==> config.mk <==
export PLATFORM = sky130hd
export DESIGN_NAME = dual_string_hash_engine_top
export DESIGN_NICKNAME = d
export VERILOG_FILES = /design/src/sv/dshe_pkg.sv /design/src/sv/dual_string_hash_engine_top.sv /design/src/sv/dshe_ctrl.sv /design/src/sv/dshe_datapath.sv
export SDC_FILE = /design/constraint.sdc
export NUM_CORES = 2
export LEC_CHECK = 0
export BUFFER_PORTS_ARGS = -buffer_cell sky130_fd_sc_hd__buf_2
export CAP_MARGIN = 20
export CELL_PAD_IN_SITES_DETAIL_PLACEMENT = 0
export CELL_PAD_IN_SITES_GLOBAL_PLACEMENT = 2
export CORE_ASPECT_RATIO = 1.4
export CORE_UTILIZATION = 38
export DETAILED_ROUTE_END_ITERATION = 8
export GPL_TIMING_DRIVEN = 0
export HOLD_SLACK_MARGIN = 0.05
export PLACE_DENSITY = 0.75
export RECOVER_POWER = 25
export SYNTH_ARGS = -nofsm -noshare
export SYNTH_HDL_FRONTEND = slang
export SYNTH_SLANG_ARGS = --single-unit
export TNS_END_PERCENT = 10
==> constraint.sdc <==
create_clock -name clk -period 6.15 [get_ports clk]
set_clock_uncertainty 0.15 [all_clocks]
set_input_delay 0.615 -clock clk [delete_from_list [all_inputs] [get_ports clk]]
set_output_delay 0.615 -clock clk [all_outputs]
set_load 0.005 [all_outputs]
==> src/sv/dshe_pkg.sv <==
// ----------------------------------------------------------------------------
// dshe_pkg
// shared constants, coefficient table and control types of the hash engine
// ----------------------------------------------------------------------------
package dshe_pkg;

    localparam int unsigned BYTE_W   = 8;
    localparam int unsigned ACC_W    = 32;
    localparam int unsigned SIZE_W   = 20;
    localparam int unsigned COEF_W   = 24;
    localparam int unsigned SEL_W    = 4;
    localparam int unsigned OUT_W    = 2 * SIZE_W + 2 * ACC_W;
    localparam int unsigned CNT_W    = 5;

    localparam logic [ACC_W-1:0]  PRIMARY_INIT     = 32'd0;
    localparam logic [ACC_W-1:0]  STEP_INIT        = 32'd8;
    localparam logic [SIZE_W-1:0] TABLE_SIZE_RESET = 20'd1021;
    localparam logic [ACC_W-1:0]  STEP_MASK        = 32'h0000_8888;
    localparam logic [ACC_W-1:0]  STEP_MULT        = 32'h0000_2490;
    localparam logic [CNT_W-1:0]  DIV_LAST_CNT     = 5'd31;

    typedef struct packed {
        logic load;
        logic acc;
        logic div_start;
        logic div_step;
        logic wb;
    } cmd_t;

    typedef struct packed {
        logic last;
        logic out_free;
    } status_t;

    function automatic logic [COEF_W-1:0] coef(input logic [SEL_W-1:0] sel);
        logic [COEF_W-1:0] c;
        unique case (sel)
            4'h0: c = 24'h834271;
            4'h1: c = 24'h915E23;
            4'h2: c = 24'hD85447;
            4'h3: c = 24'hF71B95;
            4'h4: c = 24'hA19325;
            4'h5: c = 24'hA04C01;
            4'h6: c = 24'hE78139;
            4'h7: c = 24'h810A49;
            4'h8: c = 24'hBB1F71;
            4'h9: c = 24'hFE19E3;
            4'hA: c = 24'hC0AB43;
            4'hB: c = 24'h91A8EB;
            4'hC: c = 24'hC23AE9;
            4'hD: c = 24'hBA33E5;
            4'hE: c = 24'hED3259;
            4'hF: c = 24'hDD103D;
            default: c = 24'h834271;
        endcase
        return c;
    endfunction

endpackage

==> src/sv/dual_string_hash_engine_top.sv <==
// ----------------------------------------------------------------------------
// dual_string_hash_engine_top
// key bytes: each byte is registered, then multiply-added, before the next one is taken
// reduction: after the last byte, 32-step restoring dividers reduce both hashes in
//   parallel, then the result beat is written once the output register is free
// reset: rst_n async low; accumulators go to 0 and 8, table_size to 1021
// ----------------------------------------------------------------------------
module dual_string_hash_engine_top
    import dshe_pkg::*;
(
    input  logic              clk,
    input  logic              rst_n,
    input  logic              s_axis_tvalid,
    output logic              s_axis_tready,
    input  logic [7:0]        s_axis_tdata,   // key_byte
    input  logic              s_axis_tlast,   // last_byte
    output logic              m_axis_tvalid,
    input  logic              m_axis_tready,
    output logic [OUT_W-1:0]  m_axis_tdata,   // home_index, probe_step, primary_raw, step_raw
    input  logic              cfg_wen,
    input  logic [SIZE_W-1:0] cfg_wdata       // table_size
);

    cmd_t    cmd;
    status_t status;

    dshe_ctrl u_ctrl (
        .clk      (clk),
        .rst_n    (rst_n),
        .in_valid (s_axis_tvalid),
        .in_ready (s_axis_tready),
        .status   (status),
        .cmd      (cmd)
    );

    dshe_datapath u_dp (
        .clk       (clk),
        .rst_n     (rst_n),
        .cmd       (cmd),
        .status    (status),
        .key_byte  (s_axis_tdata),
        .last_byte (s_axis_tlast),
        .cfg_wen   (cfg_wen),
        .cfg_wdata (cfg_wdata),
        .out_valid (m_axis_tvalid),
        .out_ready (m_axis_tready),
        .out_data  (m_axis_tdata)
    );

endmodule

==> src/sv/dshe_ctrl.sv <==
// ----------------------------------------------------------------------------
// dshe_ctrl
// sequencer: byte accumulate, then 32 restoring-divide steps and write-back
// ----------------------------------------------------------------------------
module dshe_ctrl
    import dshe_pkg::*;
(
    input  logic    clk,
    input  logic    rst_n,
    input  logic    in_valid,
    output logic    in_ready,
    input  status_t status,
    output cmd_t    cmd
);

    localparam logic [2:0] S_IDLE  = 3'd0;
    localparam logic [2:0] S_ACC   = 3'd1;
    localparam logic [2:0] S_START = 3'd2;
    localparam logic [2:0] S_DIV   = 3'd3;
    localparam logic [2:0] S_WB    = 3'd4;

    logic [2:0]       state_reg, state_next;
    logic [CNT_W-1:0] cnt_reg, cnt_next;

    always_comb
    begin
        state_next    = state_reg;
        cnt_next      = cnt_reg;
        cmd           = '0;
        in_ready      = 1'b0;
        unique case (state_reg)
            S_IDLE:
            begin
                in_ready = 1'b1;
                if (in_valid)
                begin
                    cmd.load   = 1'b1;
                    state_next = S_ACC;
                end
            end
            S_ACC:
            begin
                cmd.acc    = 1'b1;
                state_next = status.last ? S_START : S_IDLE;
            end
            S_START:
            begin
                cmd.div_start = 1'b1;
                cnt_next      = '0;
                state_next    = S_DIV;
            end
            S_DIV:
            begin
                cmd.div_step = 1'b1;
                cnt_next     = cnt_reg + 1'b1;
                if (cnt_reg == DIV_LAST_CNT)
                begin
                    state_next = S_WB;
                end
            end
            S_WB:
            begin
                if (status.out_free)
                begin
                    cmd.wb     = 1'b1;
                    state_next = S_IDLE;
                end
            end
            default:
            begin
                state_next = S_IDLE;
            end
        endcase
    end

    always_ff @(posedge clk or negedge rst_n)
    begin
        if (!rst_n)
        begin
            state_reg <= S_IDLE;
            cnt_reg   <= '0;
        end
        else
        begin
            state_reg <= state_next;
            cnt_reg   <= cnt_next;
        end
    end

endmodule

==> src/sv/dshe_datapath.sv <==
// ----------------------------------------------------------------------------
// dshe_datapath
// accumulators, table size register, two restoring dividers, output register
// ----------------------------------------------------------------------------
module dshe_datapath
    import dshe_pkg::*;
(
    input  logic              clk,
    input  logic              rst_n,
    input  cmd_t              cmd,
    output status_t           status,
    input  logic [BYTE_W-1:0] key_byte,
    input  logic              last_byte,
    input  logic              cfg_wen,
    input  logic [SIZE_W-1:0] cfg_wdata,
    output logic              out_valid,
    input  logic              out_ready,
    output logic [OUT_W-1:0]  out_data
);

    logic [SIZE_W-1:0] table_size_reg;
    logic [ACC_W-1:0]  prim_acc_reg, step_acc_reg;
    logic [BYTE_W-1:0] byte_reg;
    logic              last_reg;
    logic [SEL_W-1:0]  psel_reg, ssel_reg;
    logic [ACC_W-1:0]  pquo_reg, squo_reg;
    logic [SIZE_W-1:0] prem_reg, srem_reg, prem_next, srem_next;
    logic [SIZE_W-1:0] pdiv_reg, sdiv_reg;
    logic [ACC_W-1:0]  praw_reg, sraw_reg;
    logic              out_valid_reg;
    logic [OUT_W-1:0]  out_data_reg;

    logic [ACC_W-1:0]  step_mix;
    logic [ACC_W-1:0]  prim_prod, step_prod;
    logic [SIZE_W:0]   pshift, sshift;
    logic [SIZE_W-1:0] home, probe;

    assign step_mix  = (step_acc_reg & STEP_MASK) * STEP_MULT;
    assign prim_prod = {{(ACC_W-COEF_W){1'b0}}, coef(psel_reg)} * {24'd0, byte_reg};
    assign step_prod = {{(ACC_W-COEF_W){1'b0}}, coef(ssel_reg)} * {24'd0, byte_reg};

    assign pshift = {prem_reg, pquo_reg[ACC_W-1]};
    assign sshift = {srem_reg, squo_reg[ACC_W-1]};

    always_comb
    begin
        prem_next = pshift[SIZE_W-1:0];
        if (pshift >= {1'b0, pdiv_reg})
        begin
            prem_next = SIZE_W'(pshift - {1'b0, pdiv_reg});
        end
        srem_next = sshift[SIZE_W-1:0];
        if (sshift >= {1'b0, sdiv_reg})
        begin
            srem_next = SIZE_W'(sshift - {1'b0, sdiv_reg});
        end
    end

    assign home  = (pdiv_reg == '0) ? '0 : prem_reg;
    assign probe = ((sdiv_reg == '0) ? '0 : srem_reg) + 1'b1;

    // control state
    always_ff @(posedge clk or negedge rst_n)
    begin
        if (!rst_n)
        begin
            table_size_reg <= TABLE_SIZE_RESET;
            prim_acc_reg   <= PRIMARY_INIT;
            step_acc_reg   <= STEP_INIT;
            last_reg       <= 1'b0;
            out_valid_reg  <= 1'b0;
        end
        else
        begin
            if (cfg_wen)
            begin
                table_size_reg <= cfg_wdata;
            end
            if (cmd.load)
            begin
                last_reg <= last_byte;
            end
            if (cmd.acc)
            begin
                prim_acc_reg <= prim_acc_reg + prim_prod;
                step_acc_reg <= step_acc_reg + step_prod;
            end
            else if (cmd.div_start)
            begin
                prim_acc_reg <= PRIMARY_INIT;
                step_acc_reg <= STEP_INIT;
            end
            if (cmd.wb)
            begin
                out_valid_reg <= 1'b1;
            end
            else if (out_ready)
            begin
                out_valid_reg <= 1'b0;
            end
        end
    end

    // payload
    always_ff @(posedge clk)
    begin
        if (cmd.load)
        begin
            byte_reg <= key_byte;
            psel_reg <= prim_acc_reg[15:12];
            ssel_reg <= step_mix[19:16];
        end
        if (cmd.div_start)
        begin
            pquo_reg <= prim_acc_reg;
            squo_reg <= step_acc_reg;
            praw_reg <= prim_acc_reg;
            sraw_reg <= step_acc_reg;
            prem_reg <= '0;
            srem_reg <= '0;
            pdiv_reg <= table_size_reg;
            sdiv_reg <= (table_size_reg > SIZE_W'(1)) ? table_size_reg - 1'b1 : '0;
        end
        if (cmd.div_step)
        begin
            pquo_reg <= {pquo_reg[ACC_W-2:0], 1'b0};
            squo_reg <= {squo_reg[ACC_W-2:0], 1'b0};
            prem_reg <= prem_next;
            srem_reg <= srem_next;
        end
        if (cmd.wb)
        begin
            out_data_reg <= {sraw_reg, praw_reg, probe, home};
        end
    end

    assign status.last     = last_reg;
    assign status.out_free = !out_valid_reg || out_ready;
    assign out_valid       = out_valid_reg;
    assign out_data        = out_data_reg;

endmodule

==> reports/metrics.cfg <==
[clock_network]
clockBufferDepth = 3
cts.clk_slew.worst_paths_ns = 0.07
clock_sinks = 466
clkLatencyLatePin_ns = 0.62
htree_levels = 2
cts_tree = done
root_buffer = clkbuf_16
numCtsBuffers = 48

[worst_setup_path]
start_kind = flop
timing.critical_path.mode_cell = fa_1
reg2reg_to = u_dp.step_acc_reg[30]
critPathMaxFanout = 11
slowest_stage = edfxtp_1
cp.arrival_ns = 6.25
reg2regPathDepth = 19
crit_buf_inv = 5
path_cells = buf_4 -> clkbuf_1 -> and2_1 -> fa_1 -> fa_1 -> fa_1 -> inv_1 -> fa_1 -> inv_1 -> ha_1 -> clkbuf_1 -> a21o_1 -> a21oi_1 -> o21ai_0 -> o211ai_1 -> o2111a_1 -> o21ai_0 -> xnor2_1 -> o22ai_1
crit_family = adder cells
slowest_delay_ns = 0.53
rrSetupSlack_ns = 0.19
cp-end-kind = flop
crit_type = reg -> reg
crit_required_ns = 6.44
r2r-start = u_dp.byte_reg[6]

[min_path]
hp-start = cfg_wdata[16]
holdPathStages = 2
hold_class = in -> reg
whs_endpoint = u_dp.table_size_reg[16]

[yosys]
synth-seq-cells = 466
ys_types = 83
synth_cells = 3179
seq_area_frac_synth_pct = 38.8
syn_avg_cell_area_um2 = 10.6
ys.flop_type = edfxtp_1
yosysWarnings = 0
async_reset_ff_share_pct = 20.2
synth_edf_count = 326
syn_area_mm2 = 0.0337
synthesis.nets = 3702

[timing]
rsz0062_at_grt = no
finalCritPeriodShare_pct = 96.9
hold_viol = 0
fin_crit_ns = 5.96
clock.fmax_mhz = 168
report.final.slew_viol_count = 97
setup_violations = 0
tightestPinTransition_ns = 2.78
relSlewSlack_pct = -85.0
setup_ws_ns = 0.190

[placed_design]
dp_slack_ns = -1.02
post-dp-hpwl_um = 76100
gp_congestion = 0.867
io_buffer_count = 139
dpl-instance-area_mm2 = 0.0361
placed_cells = 4494

[floorplanning]
rows = 128
fp.dieH_um = 355
initial_utilization_pct = 38.6
die_w_um = 254
core_mm2 = 0.0874
die_area_mm2 = 0.0900
io_pins = 140

[power_and_ir_drop]
pwr-share-clk_pct = 16.4
p_leak_nw = 17.2
switching_share_pct = 44.8
power.density_mw_per_mm2 = 502
vdd_ir_drop_max_v = 0.000265
power.internal_mw = 10.5
power.total_mw = 19.1
power_frac_comb_pct = 57.3
seqPwrFrac_pct = 26.3
switchingPower_mw = 8.57

[layout]
most-common-layout-cells = inv_1 (512), fa_1 (326), edfxtp_1 (326)
layout_commonest_cell = inv_1
syn_to_final_growth_pct = 12.9
drive_gt1_share_pct = 9.92
stdcell_count = 4618
largest_reg_flops = 104
stdcell_area_mm2 = 0.0381
fin_nets = 3930

[global_routing]
grt_usage_pct = 21.5
grt_pass1_vias = 24882
antenna_found_initial = 1
overflow = 0
grt_max_degree = 82
grt_pass1_wl_um = 148000

[routing]
drcViolationCount = 0
via_per_inst = 5.03
drt-initial-drc-count = 1070
detail_route.first_pass.iterations = 5
wl_um = 95000
ant_nets = 0
avgRoutedWirePerCell_um = 20.6
vias = 23239

[run_status]
failed_checks = capacitance limit, slew limit
outcome = finished, violations left

[flow_run]
drv_cap = 3

## cell type report
type | count | area, µm²
fill | 8548 | 49300
multi-input combinational | 2093 | 18300
sequential | 466 | 13100
inverter | 514 | 1930
tap | 1170 | 1460
clock buffer | 56 | 1270
timing repair buffer | 178 | 1110
buffer | 106 | 483
clock inverter | 34 | 417
antenna | 1 | 2.50
## cell families (layout without fill, tap and decap cells)
group | after synthesis | count (layout) | synth area share (%)
flip-flops | 466 | 466 | 38.8
AO/OA/AOI/OAI | 477 | 477 | 9.07
AND/OR/NAND/NOR | 910 | 910 | 13.5
buffers and inverters | 620 | 888 | 7.06
other | 0 | 1 | 0
XOR/XNOR | 103 | 103 | 2.67
multiplexers | 114 | 114 | 3.52
adder cells (fa/ha/maj) | 489 | 489 | 25.4
## worst max-delay path by stage
stage | slack [ns] | to | startpoint | cells past startpoint
floorplan | 0.90 | u_dp.prim_acc_reg[30] | u_dp.byte_reg[1] | 19
global placement | -1.49 | u_dp.prem_reg[15] | u_ctrl.state_reg[1] | 7
detailed placement | -1.02 | u_dp.prim_acc_reg[26] | u_dp.byte_reg[0] | 19
CTS | 0.002 | u_dp.prim_acc_reg[23] | u_dp.byte_reg[7] | 19
global route | 0.01 | u_dp.step_acc_reg[31] | u_dp.byte_reg[0] | 19
finish | 0.19 | u_dp.step_acc_reg[30] | u_dp.byte_reg[6] | 19
## routing by layer
layer / GRT usage, % / vias to the layer above / wire length [µm]
met5: 0 / - / 0
met2: 39.3 / 490 / 49800
met1: 26.0 / 11584 / 38400
met4: 8.22 / 0 / 3850
li1: - / 10996 / -
met3: 2.05 / 169 / 2950
## worst reg2reg max path: cells and delay by family (launching register included)
kind                     cells  cell delay, ns
adder cells (fa/ha/maj)      5            2.16
AO/OA/AOI/OAI                7            1.42
buffers and inverters        5            1.14
flip-flops                   1            0.53
AND/OR/NAND/NOR              1            0.22
XOR/XNOR                     1            0.17
## stage by stage
| step | utilization, % | hold slack, ns | TNS (ns) |
|---|---|---|---|
| detailed placement | 41.2 | 0.255 | -20.68 |
| global placement | 41.1 | 0.252 | -63.03 |
| floorplan | - | 0.169 | 0 |
| finish | 43.6 | 0.0906 | 0 |
| CTS | 43.5 | 0.0511 | 0 |
| global route | 43.6 | 0.0665 | 0 |
## power by group through the flow
stage	Clock [mW]	Sequential (mW)	Combinational, mW
after CTS	3.23	5.04	10.9
after global placement	0	5.13	10.7
after detailed placement	0	5.10	10.8
after floorplan	0	4.78	8.24
final	3.14	5.03	10.9
after global routing	3.33	5.11	12.4
## synth_stat cells, types with 27 or more instances
cell | n | share of area (%)
mux2_2 | 27 | 0.90
o21ai_0 | 89 | 1.3
xnor2_1 | 57 | 1.5
dfrtp_1 | 84 | 6.2
inv_1 | 512 | 5.7
a21o_1 | 34 | 0.76
dfxtp_1 | 46 | 2.7
xor2_1 | 46 | 1.2
nor2b_1 | 30 | 0.56
nor3_1 | 29 | 0.43
and2_1 | 253 | 4.7
mux2i_1 | 85 | 2.5
ha_1 | 163 | 6.0
nand3_1 | 59 | 0.88
edfxtp_1 | 326 | 29
nand2_1 | 232 | 2.6
o22ai_1 | 47 | 0.87
nor2_1 | 204 | 2.3
clkbuf_1 | 82 | 0.91
a21oi_1 | 136 | 2.0
fa_1 | 326 | 19
## timing repair
item	in CTS	in global routing
gates cloned	0	0
setup endpoints to repair	43	16
setup buffers	17	0
gates resized for setup	17	29
hold buffers	16	0
hold endpoints to repair	41	0
No activity file was read; power rests on OpenSTA's default activity.
